--- src/spq_pkg.sv ---
package spq_pkg;

  // default queue depth
  localparam int unsigned CAPACITY_DEFAULT = 16;

  // one stored event
  typedef struct packed {
    logic [7:0]         prio;
    logic [7:0]         system_id;
    logic [7:0]         resource_id;
    logic [3:0]         status_code;
    logic signed [31:0] amount;
  } entry_t;

  localparam int unsigned ENTRY_W = $bits(entry_t);

  typedef enum logic [1:0] {
    ST_OK    = 2'd0,
    ST_EMPTY = 2'd1,
    ST_FULL  = 2'd2
  } status_t;

  // request action codes
  localparam logic ACT_PUSH = 1'b0;
  localparam logic ACT_POP  = 1'b1;

  // jump conditions tested by a control word
  typedef enum logic [2:0] {
    C_ACCEPT   = 3'd0,
    C_IS_POP   = 3'd1,
    C_FULL     = 3'd2,
    C_WALK_END = 3'd3,
    C_PRIO_GE  = 3'd4,
    C_EMPTY    = 3'd5,
    C_OUT_FREE = 3'd6,
    C_ALWAYS   = 3'd7
  } cond_t;

  // datapath operations
  typedef enum logic [3:0] {
    OP_NONE   = 4'd0,
    OP_LATCH  = 4'd1,
    OP_SETUP  = 4'd2,
    OP_FULL   = 4'd3,
    OP_READ   = 4'd4,
    OP_SHIFT  = 4'd5,
    OP_INSERT = 4'd6,
    OP_EMPTY  = 4'd7,
    OP_POPRD  = 4'd8,
    OP_TAKE   = 4'd9,
    OP_EMIT   = 4'd10
  } op_t;

  localparam int unsigned STEP_W = 3;
  typedef logic [STEP_W-1:0] step_t;

  localparam step_t STEP_IDLE     = 3'd0;
  localparam step_t STEP_DISPATCH = 3'd1;
  localparam step_t STEP_CHK_FULL = 3'd2;
  localparam step_t STEP_WALK     = 3'd3;
  localparam step_t STEP_CMP      = 3'd4;
  localparam step_t STEP_POP_CHK  = 3'd5;
  localparam step_t STEP_TAKE     = 3'd6;
  localparam step_t STEP_DONE     = 3'd7;

  // control word: operation and next step for condition true and false
  typedef struct packed {
    cond_t cond;
    op_t   op_hit;
    step_t next_hit;
    op_t   op_miss;
    step_t next_miss;
  } ucode_t;

  function automatic ucode_t ucode_rom(input step_t step);
    ucode_t w;
    unique case (step)
      STEP_IDLE:     w = '{C_ACCEPT,   OP_LATCH,  STEP_DISPATCH, OP_NONE,  STEP_IDLE};
      STEP_DISPATCH: w = '{C_IS_POP,   OP_NONE,   STEP_POP_CHK,  OP_NONE,  STEP_CHK_FULL};
      STEP_CHK_FULL: w = '{C_FULL,     OP_FULL,   STEP_DONE,     OP_SETUP, STEP_WALK};
      STEP_WALK:     w = '{C_WALK_END, OP_INSERT, STEP_DONE,     OP_READ,  STEP_CMP};
      STEP_CMP:      w = '{C_PRIO_GE,  OP_INSERT, STEP_DONE,     OP_SHIFT, STEP_WALK};
      STEP_POP_CHK:  w = '{C_EMPTY,    OP_EMPTY,  STEP_DONE,     OP_POPRD, STEP_TAKE};
      STEP_TAKE:     w = '{C_ALWAYS,   OP_TAKE,   STEP_DONE,     OP_TAKE,  STEP_DONE};
      STEP_DONE:     w = '{C_OUT_FREE, OP_EMIT,   STEP_IDLE,     OP_NONE,  STEP_DONE};
    endcase
    return w;
  endfunction

endpackage

--- src/spq_ram.sv ---
module spq_ram #(
  parameter int unsigned WIDTH = 8,
  parameter int unsigned DEPTH = 16
) (
  input  logic                     clk,
  input  logic                     we,
  input  logic [$clog2(DEPTH)-1:0] waddr,
  input  logic [WIDTH-1:0]         wdata,
  input  logic [$clog2(DEPTH)-1:0] raddr,
  output logic [WIDTH-1:0]         rdata
);

  logic [WIDTH-1:0] mem [DEPTH];

  always_ff @(posedge clk) begin
    if (we) begin
      mem[waddr] <= wdata;
    end
    rdata <= mem[raddr];
  end

endmodule

--- src/stable_priority_event_queue.sv ---
// channel   direction  handshake            payload
// request   in         req_valid/req_stall  action, priority_req, system_id, resource_id,
//                                           status_code, amount
// response  out        rsp_valid/rsp_stall  result_status, out_priority, out_system_id,
//                                           out_resource_id, out_status_code, out_amount,
//                                           entries_held
//
// one transaction at a time; req_stall is high from acceptance until the result is loaded
// pop: dispatch, empty check, head read and take, then the result is loaded; push to a full
//   queue: dispatch, full check, then the result is loaded
// push: each held entry of lower priority (at most CAPACITY - 1) is read and then written one
//   slot back on the RAM's separate read and write ports; the new entry goes into the hole once
//   an entry of equal or higher priority is met or the walk reaches the front of the queue
// rst (synchronous) empties the queue; the entry RAM itself is never cleared
// a result held under rsp_stall does not block the next request, only the next result
module stable_priority_event_queue
  import spq_pkg::*;
#(
  parameter int unsigned CAPACITY = CAPACITY_DEFAULT
) (
  input  logic               clk,
  input  logic               rst,
  input  logic               req_valid,
  output logic               req_stall,
  input  logic               action,
  input  logic [7:0]         priority_req,
  input  logic [7:0]         system_id,
  input  logic [7:0]         resource_id,
  input  logic [3:0]         status_code,
  input  logic signed [31:0] amount,
  output logic               rsp_valid,
  input  logic               rsp_stall,
  output logic [1:0]         result_status,
  output logic [7:0]         out_priority,
  output logic [7:0]         out_system_id,
  output logic [7:0]         out_resource_id,
  output logic [3:0]         out_status_code,
  output logic signed [31:0] out_amount,
  output logic [4:0]         entries_held
);

  localparam int unsigned AW = $clog2(CAPACITY);
  localparam int unsigned CW = $clog2(CAPACITY + 1);
  localparam logic [AW-1:0] LAST_SLOT  = AW'(CAPACITY - 1);
  localparam logic [CW-1:0] FULL_COUNT = CW'(CAPACITY);
  localparam logic [AW:0]   CAP_WIDE   = (AW + 1)'(CAPACITY);

  // sequencer state
  step_t pc;
  step_t pc_next;
  ucode_t uword;
  logic   hit;
  op_t    op_sel;

  // queue bookkeeping: entries live in a ring starting at head, sorted front to back
  logic [CW-1:0] count;
  logic [AW-1:0] head;

  // insertion walk: rd_ptr is the entry under test, wr_ptr the hole behind it
  logic [CW-1:0] remaining;
  logic [AW-1:0] rd_ptr;
  logic [AW-1:0] wr_ptr;

  // latched request and staged result
  logic    req_action;
  entry_t  new_entry;
  entry_t  res_entry;
  status_t res_status;

  // ram port signals
  logic          ram_we;
  logic [AW-1:0] ram_waddr;
  entry_t        ram_wdata;
  logic [AW-1:0] ram_raddr;
  entry_t        ram_rdata;

  // ring arithmetic
  logic [AW:0]   tail_sum;
  logic [AW-1:0] tail_slot;
  logic [AW-1:0] last_used;
  logic [AW-1:0] rd_dec;
  logic [AW-1:0] head_inc;
  logic [31:0]   count_wide;

  logic accept;
  logic out_free;

  assign req_stall = (pc != STEP_IDLE);
  assign accept    = req_valid && !req_stall;
  assign out_free  = !rsp_valid || !rsp_stall;

  // control word fetch and branch
  assign uword = ucode_rom(pc);

  always_comb begin
    unique case (uword.cond)
      C_ACCEPT:   hit = accept;
      C_IS_POP:   hit = (req_action == ACT_POP);
      C_FULL:     hit = (count == FULL_COUNT);
      C_WALK_END: hit = (remaining == '0);
      C_PRIO_GE:  hit = (ram_rdata.prio >= new_entry.prio);
      C_EMPTY:    hit = (count == '0);
      C_OUT_FREE: hit = out_free;
      C_ALWAYS:   hit = 1'b1;
    endcase
  end

  assign op_sel  = hit ? uword.op_hit   : uword.op_miss;
  assign pc_next = hit ? uword.next_hit : uword.next_miss;

  // slot one past the back of the ring, and the last occupied slot
  always_comb begin
    tail_sum = (AW + 1)'(head) + (AW + 1)'(count);
    if (tail_sum >= CAP_WIDE) begin
      tail_sum = tail_sum - CAP_WIDE;
    end
    tail_slot = tail_sum[AW-1:0];
  end

  assign last_used  = (tail_slot == '0) ? LAST_SLOT : tail_slot - 1'b1;
  assign rd_dec     = (rd_ptr == '0) ? LAST_SLOT : rd_ptr - 1'b1;
  assign head_inc   = (head == LAST_SLOT) ? '0 : head + 1'b1;
  assign count_wide = 32'(count);

  // entry store: shifting writes the tested entry one slot back, insert drops the new one in
  assign ram_we    = (op_sel == OP_SHIFT) || (op_sel == OP_INSERT);
  assign ram_waddr = wr_ptr;
  assign ram_wdata = (op_sel == OP_SHIFT) ? ram_rdata : new_entry;
  assign ram_raddr = (op_sel == OP_POPRD) ? head : rd_ptr;

  spq_ram #(
    .WIDTH (ENTRY_W),
    .DEPTH (CAPACITY)
  ) u_store (
    .clk   (clk),
    .we    (ram_we),
    .waddr (ram_waddr),
    .wdata (ram_wdata),
    .raddr (ram_raddr),
    .rdata (ram_rdata)
  );

  // control registers
  always_ff @(posedge clk) begin
    if (rst) begin
      pc        <= STEP_IDLE;
      count     <= '0;
      head      <= '0;
      rsp_valid <= 1'b0;
    end else begin
      pc <= pc_next;
      if (op_sel == OP_INSERT) begin
        count <= count + 1'b1;
      end else if (op_sel == OP_TAKE) begin
        count <= count - 1'b1;
        head  <= head_inc;
      end
      if (op_sel == OP_EMIT) begin
        rsp_valid <= 1'b1;
      end else if (!rsp_stall) begin
        rsp_valid <= 1'b0;
      end
    end
  end

  // datapath registers
  always_ff @(posedge clk) begin
    unique case (op_sel)
      OP_LATCH: begin
        req_action            <= action;
        new_entry.prio        <= priority_req;
        new_entry.system_id   <= system_id;
        new_entry.resource_id <= resource_id;
        new_entry.status_code <= status_code;
        new_entry.amount      <= amount;
      end
      OP_SETUP: begin
        rd_ptr     <= last_used;
        wr_ptr     <= tail_slot;
        remaining  <= count;
        res_entry  <= '0;
        res_status <= ST_OK;
      end
      OP_FULL: begin
        res_entry  <= '0;
        res_status <= ST_FULL;
      end
      OP_SHIFT: begin
        wr_ptr    <= rd_ptr;
        rd_ptr    <= rd_dec;
        remaining <= remaining - 1'b1;
      end
      OP_EMPTY: begin
        res_entry  <= '0;
        res_status <= ST_EMPTY;
      end
      OP_TAKE: begin
        res_entry  <= ram_rdata;
        res_status <= ST_OK;
      end
      OP_EMIT: begin
        result_status   <= res_status;
        out_priority    <= res_entry.prio;
        out_system_id   <= res_entry.system_id;
        out_resource_id <= res_entry.resource_id;
        out_status_code <= res_entry.status_code;
        out_amount      <= res_entry.amount;
        entries_held    <= count_wide[4:0];
      end
      OP_NONE, OP_READ, OP_INSERT, OP_POPRD: begin
      end
      default: begin
      end
    endcase
  end

  // the held count never passes the capacity
  assert property (@(posedge clk) disable iff (rst) count <= FULL_COUNT)
    else $error("entry count above capacity");

  // an insert is only ever issued with a free slot
  assert property (@(posedge clk) disable iff (rst) (op_sel == OP_INSERT) |-> (count < FULL_COUNT))
    else $error("insert into a full queue");

  // the walk never examines more entries than are held
  assert property (@(posedge clk) disable iff (rst)
      (pc == STEP_WALK || pc == STEP_CMP) |-> (remaining <= count))
    else $error("insertion walk beyond held entries");

  // the count changes only with an insert or a pop
  assert property (@(posedge clk) disable iff (rst)
      (op_sel != OP_INSERT && op_sel != OP_TAKE) |=> $stable(count))
    else $error("count changed without insert or pop");

endmodule
--- config.mk ---
export PLATFORM = sky130hd
export DESIGN_NAME = stable_priority_event_queue
export DESIGN_NICKNAME = d
export VERILOG_FILES = /design/src/spq_pkg.sv /design/src/spq_ram.sv /design/src/stable_priority_event_queue.sv
export SDC_FILE = /design/constraint.sdc
export NUM_CORES = 2
export LEC_CHECK = 0
export BUFFER_PORTS_ARGS = -buffer_cell sky130_fd_sc_hd__buf_2
export CELL_PAD_IN_SITES_DETAIL_PLACEMENT = 0
export CELL_PAD_IN_SITES_GLOBAL_PLACEMENT = 1
export CORE_ASPECT_RATIO = 1.2
export CORE_MARGIN = 2
export CORE_UTILIZATION = 48
export DETAILED_ROUTE_END_ITERATION = 12
export GPL_TIMING_DRIVEN = 1
export MAX_ROUTING_LAYER = met4
export PLACE_DENSITY_LB_ADDON = 0.1
export RECOVER_POWER = 50
export SLEW_MARGIN = 20
export SYNTH_ARGS = -nofsm -noshare
export SYNTH_HDL_FRONTEND = slang
export SYNTH_SLANG_ARGS = --single-unit
--- constraint.sdc ---
create_clock -name clk -period 9.75 [get_ports clk]
set_input_delay 1.95 -clock clk [delete_from_list [all_inputs] [get_ports clk]]
set_output_delay 1.95 -clock clk [all_outputs]
set_load 0.02 [all_outputs]
==> results.md <==
- CTS max path bufs: 3
- Max_slew headroom: -1.25
- Skew-Pair Late Insertion Delay: about 0.70 ns
- Starting Density: 0.482
- Initial antenna violation count: 2
- Slowest cell delay on critical path: 1.29 ns
- H-tree levels: 3
- Setup Total Neg Slack: 0 ns
- Failing checks: capacitance limit, slew limit
- Fin nets: about 3k
- Number of global-route vias before repair: approximately 24k
- Peak VDD IR: 0.000352 V
- Post-cts sizing count: 0
- #FFs+latches synth: 1,253
- Largest family of logic cells by synthesized area: multiplexers
- Design area: between 50,000 and 60,000 um^2
- CTS Buf Count: 120
- Pleak: between 15 and 20 nW
- Cell area after synthesis: 47,200 um^2
- Post-CTS setup buffer count: 0
- Ratio of cells with drive above 1 in the final layout: 0.108
- Port Buf Inserts: between 100 and 150
- Die area: 101,000 um^2
- Cells after Synth: 2,685
- CP arrival: just under 8 ns
- Slew Viols, Final: 228
- Worst-path cell chain: clkbuf_1, nand2_1, o21ai_0, nor4b_1, a2111o_1, mux2i_4, clkbuf_1, and2_0, nor2_1, nand2_1, nor2_1, buf_4
- Routed len/inst: between 20 and 25 um
- DP Area: 49,600 um^2
- Power share of the combinational group: 0.237
- CTS tree: done
- Clock transition at path regs: 0.06 ns
- Initial DRC Count: between 1.5k and 2k
- Sink Count: between 1k and 1.5k
- Switching share of total power: 0.297
- Startpoint Class: input pin
- Worst path required time: approximately 10 ns
- Largest net degree at the start of global routing: roughly 140
- Setup WS pre-CTS: between 2 and 3 ns
- Final ANT Viol Nets: 0
- Fin worst setup slack: about 2.3 ns
- Total Power Consumption: 16.2 mW
- Final setup vio count: 0
- Max Fanout on Critical Path: 47
- CTS root buf: clkbuf_16
- Internal: roughly 11 mW
- Die Y: roughly 350 um
- Antenna diode count: 0
- Worst setup EP type: flip-flop
- First-pass GRT wire length: 157 mm
- Synthesized Nets: between 2k and 3k
- Routed Wire Length: 106 mm
- Synth Area in Compound Gates: 0.0403
- Period utilization: 0.768
- Clock network power share: 0.287
- Cell Count, Final, Fillers Out: 4,254
- Grt ovf: 0
- Maxcap violations: 9
- DR vias: 23.8k
- Routability Congestion: about 0.77
- Actual slew at the worst max-slew pin: approximately 3.4 ns
- P_sw: 4.81 mW
- Yosys warns: 0
- Post-Place Cells: ~4k
- Die Width: 290 um
- Sequential fraction of the synthesis area: 0.778
- Area Growth Syn to Fin: 13.1%
- Status: finished with violations
- HPWL after detailed placement: approximately 55 mm
- Reg power frac: 0.476
- Slowest cell on crit path: nor2_1
- Prevailing post-synth register cell: edfxtp_1
- Post-synth ARST share: 0
- DRC: 0
- Clk_skew: 0.0186 ns
- Row Count: 126
- Post-synthesis adder-cell area fraction: 0.00800
- Drt first pass iters: 5
- Total track usage: 0.216
- Pwr dens: roughly 300 nW/um^2
- Core area: just under 100,000 um^2
- CP delay by family, top: simple AND/OR/NAND/NOR gates
- Fmax: between 100 and 150 MHz
- Final Hold Fails: 0
- Crit path kind: input pin to flip-flop
- Synth cell types: between 50 and 60
- Vias per inst: approximately 5.6
- Cts hold-fix bufs: 0
- Mux cell area share after synthesis: 0.122
- EDFF count, synth: 1,163
- Xor and xnor fraction of the mapped netlist area: 0.00241
- Io pins: 134
- Syn avg cell area: 17.6 um^2
- Simple-gate share of the synthesized area: 0.0364
- Crit path time final: between 7 and 8 ns
- RSZ-0062 raised after global routing: false
- Hold Crit Class: flip-flop to flip-flop
- Buffers and inverters on the worst path: 3
## layout make-up
cell class / count / area, um^2
multi-input cells: 1280 / 9980
clock inverters: 72 / 733
repair buffers: 187 / 992
flip-flops and latches: 1253 / 36700
fillers: 7672 / 44500
clock buffers: 155 / 3260
inverters: 27 / 101
well taps: 1280 / 1600
## cell usage after synthesis, types with 2 or more instances
cell	number	share of area
a21o_1	4	0.00064
edfxtp_1	1163	0.74
nor4b_1	2	0.00037
xor2_1	3	0.00056
mux2_2	7	0.0017
nor2_1	160	0.013
xnor2_1	10	0.0019
or2_2	3	0.00040
and3b_1	2	0.00037
mux2_1	57	0.014
nand2b_1	8	0.0011
o22ai_1	240	0.032
mux2i_1	499	0.11
a31oi_1	3	0.00040
nand3_1	7	0.00074
nor3_1	12	0.0013
fa_1	2	0.00085
and3_1	3	0.00040
nor2b_1	63	0.0083
nor3b_1	4	0.00064
a211oi_1	5	0.00080
dfxtp_1	90	0.038
ha_1	27	0.0072
buf_2	44	0.0047
a21oi_1	20	0.0021
o31ai_1	2	0.00032
nand4_1	2	0.00026
nand2_1	88	0.0070
buf_1	14	0.0011
nand4b_1	3	0.00056
clkbuf_1	65	0.0052
inv_1	27	0.0021
buf_4	2	0.00032
o21ai_0	19	0.0020
or3_1	5	0.00066
and2_1	3	0.00040
## final timing paths
| kind | start | end | slack, ns | depth (start not counted) |
|---|---|---|---|---|
| max | rsp_stall | u_store.mem[10][23]$_DFFE_PP_ | 2.26 | 12 |
| max reg2reg | new_entry[53]$_DFFE_PN_ | u_store.mem[10][23]$_DFFE_PP_ | 2.63 | 13 |
| min | res_entry[43]$_SDFFCE_PN0P_ | out_resource_id[7]$_DFFE_PP_ | 0.41 | 0 |
| min reg2reg | res_entry[43]$_SDFFCE_PN0P_ | out_resource_id[7]$_DFFE_PP_ | 0.41 | 0 |
## sequential cells by signal (all words and copies together), names as in the netlist
name and flops:
pc 3, u_store.rdata 60, res_entry 60, entries_held 5, new_entry 60, out_amount 32
out_resource_id 8, u_store.mem 960, count 5, rd_ptr 4, out_status_code 4, head 4
result_status 2, out_system_id 8, res_status 2, remaining 5, out_priority 8, req_action 1
uword 17, ram_waddr 4, rsp_valid 1
## logic make-up after synthesis
group | count (synthesis)
compound gates | 303
flops | 1253
buf+inv | 152
simple gates | 371
mux | 564
xor+xnor | 13
fa+ha+maj | 29
## through the flow
| step | hold slack (ns) | util |
|---|---|---|
| global placement | 0.401 | 0.507 |
| floorplan | 0.400 | - |
| global route | 0.424 | 0.545 |
| detailed placement | 0.405 | 0.507 |
| CTS | 0.413 | 0.548 |
| finish | 0.410 | 0.545 |
## power groups by stage
stage / Sequential (mW) / Combinational, mW / Clock [mW]
2_1_floorplan: 7.66 / 2.75 / 0
3_3_place_gp: 7.79 / 3.79 / 0
3_5_place_dp: 7.79 / 3.90 / 0
4_1_cts: 7.68 / 3.92 / 4.75
5_1_grt: 7.74 / 4.19 / 4.96
6_report: 7.69 / 3.83 / 4.65
## placed cells by master (no fill, tap or decap), types with 12 or more instances in the layout
cell and instances:
a21oi_1 20, buf_2 61, buf_4 42, bufinv_16 12
clkbuf_1 104, clkbuf_16 121, clkinv_1 13, clkinv_2 25
clkinvlp_4 13, dfxtp_1 90, edfxtp_1 1163, ha_1 27
inv_1 27, mux2_1 60, mux2i_1 492, nand2_1 88
nor2_1 153, nor2b_1 63, nor3_1 12, o21ai_0 18
o22ai_1 240
## worst register-to-register path, cell delays in order (launching register included)
cell and delay [ns]:
edfxtp_1 0.40, inv_1 0.08, ha_1 0.22, o21ai_0 0.18, a21oi_1 0.09, o31ai_1 0.57
a2111o_1 0.67, mux2i_4 0.12, clkbuf_1 1.27, and2_0 0.62, nor2_1 0.11, nand2_1 0.12
nor2_1 1.29, buf_4 0.95
## metal layers
layer,routed length (um),up-vias,GRT usage
met1,47300,12200,0.291
met5,0,-,-
li1,-,10800,-
met4,1950,0,0.0563
met2,52200,567,0.350
met3,4740,135,0.0255
Power figures use the tool's default switching activity.
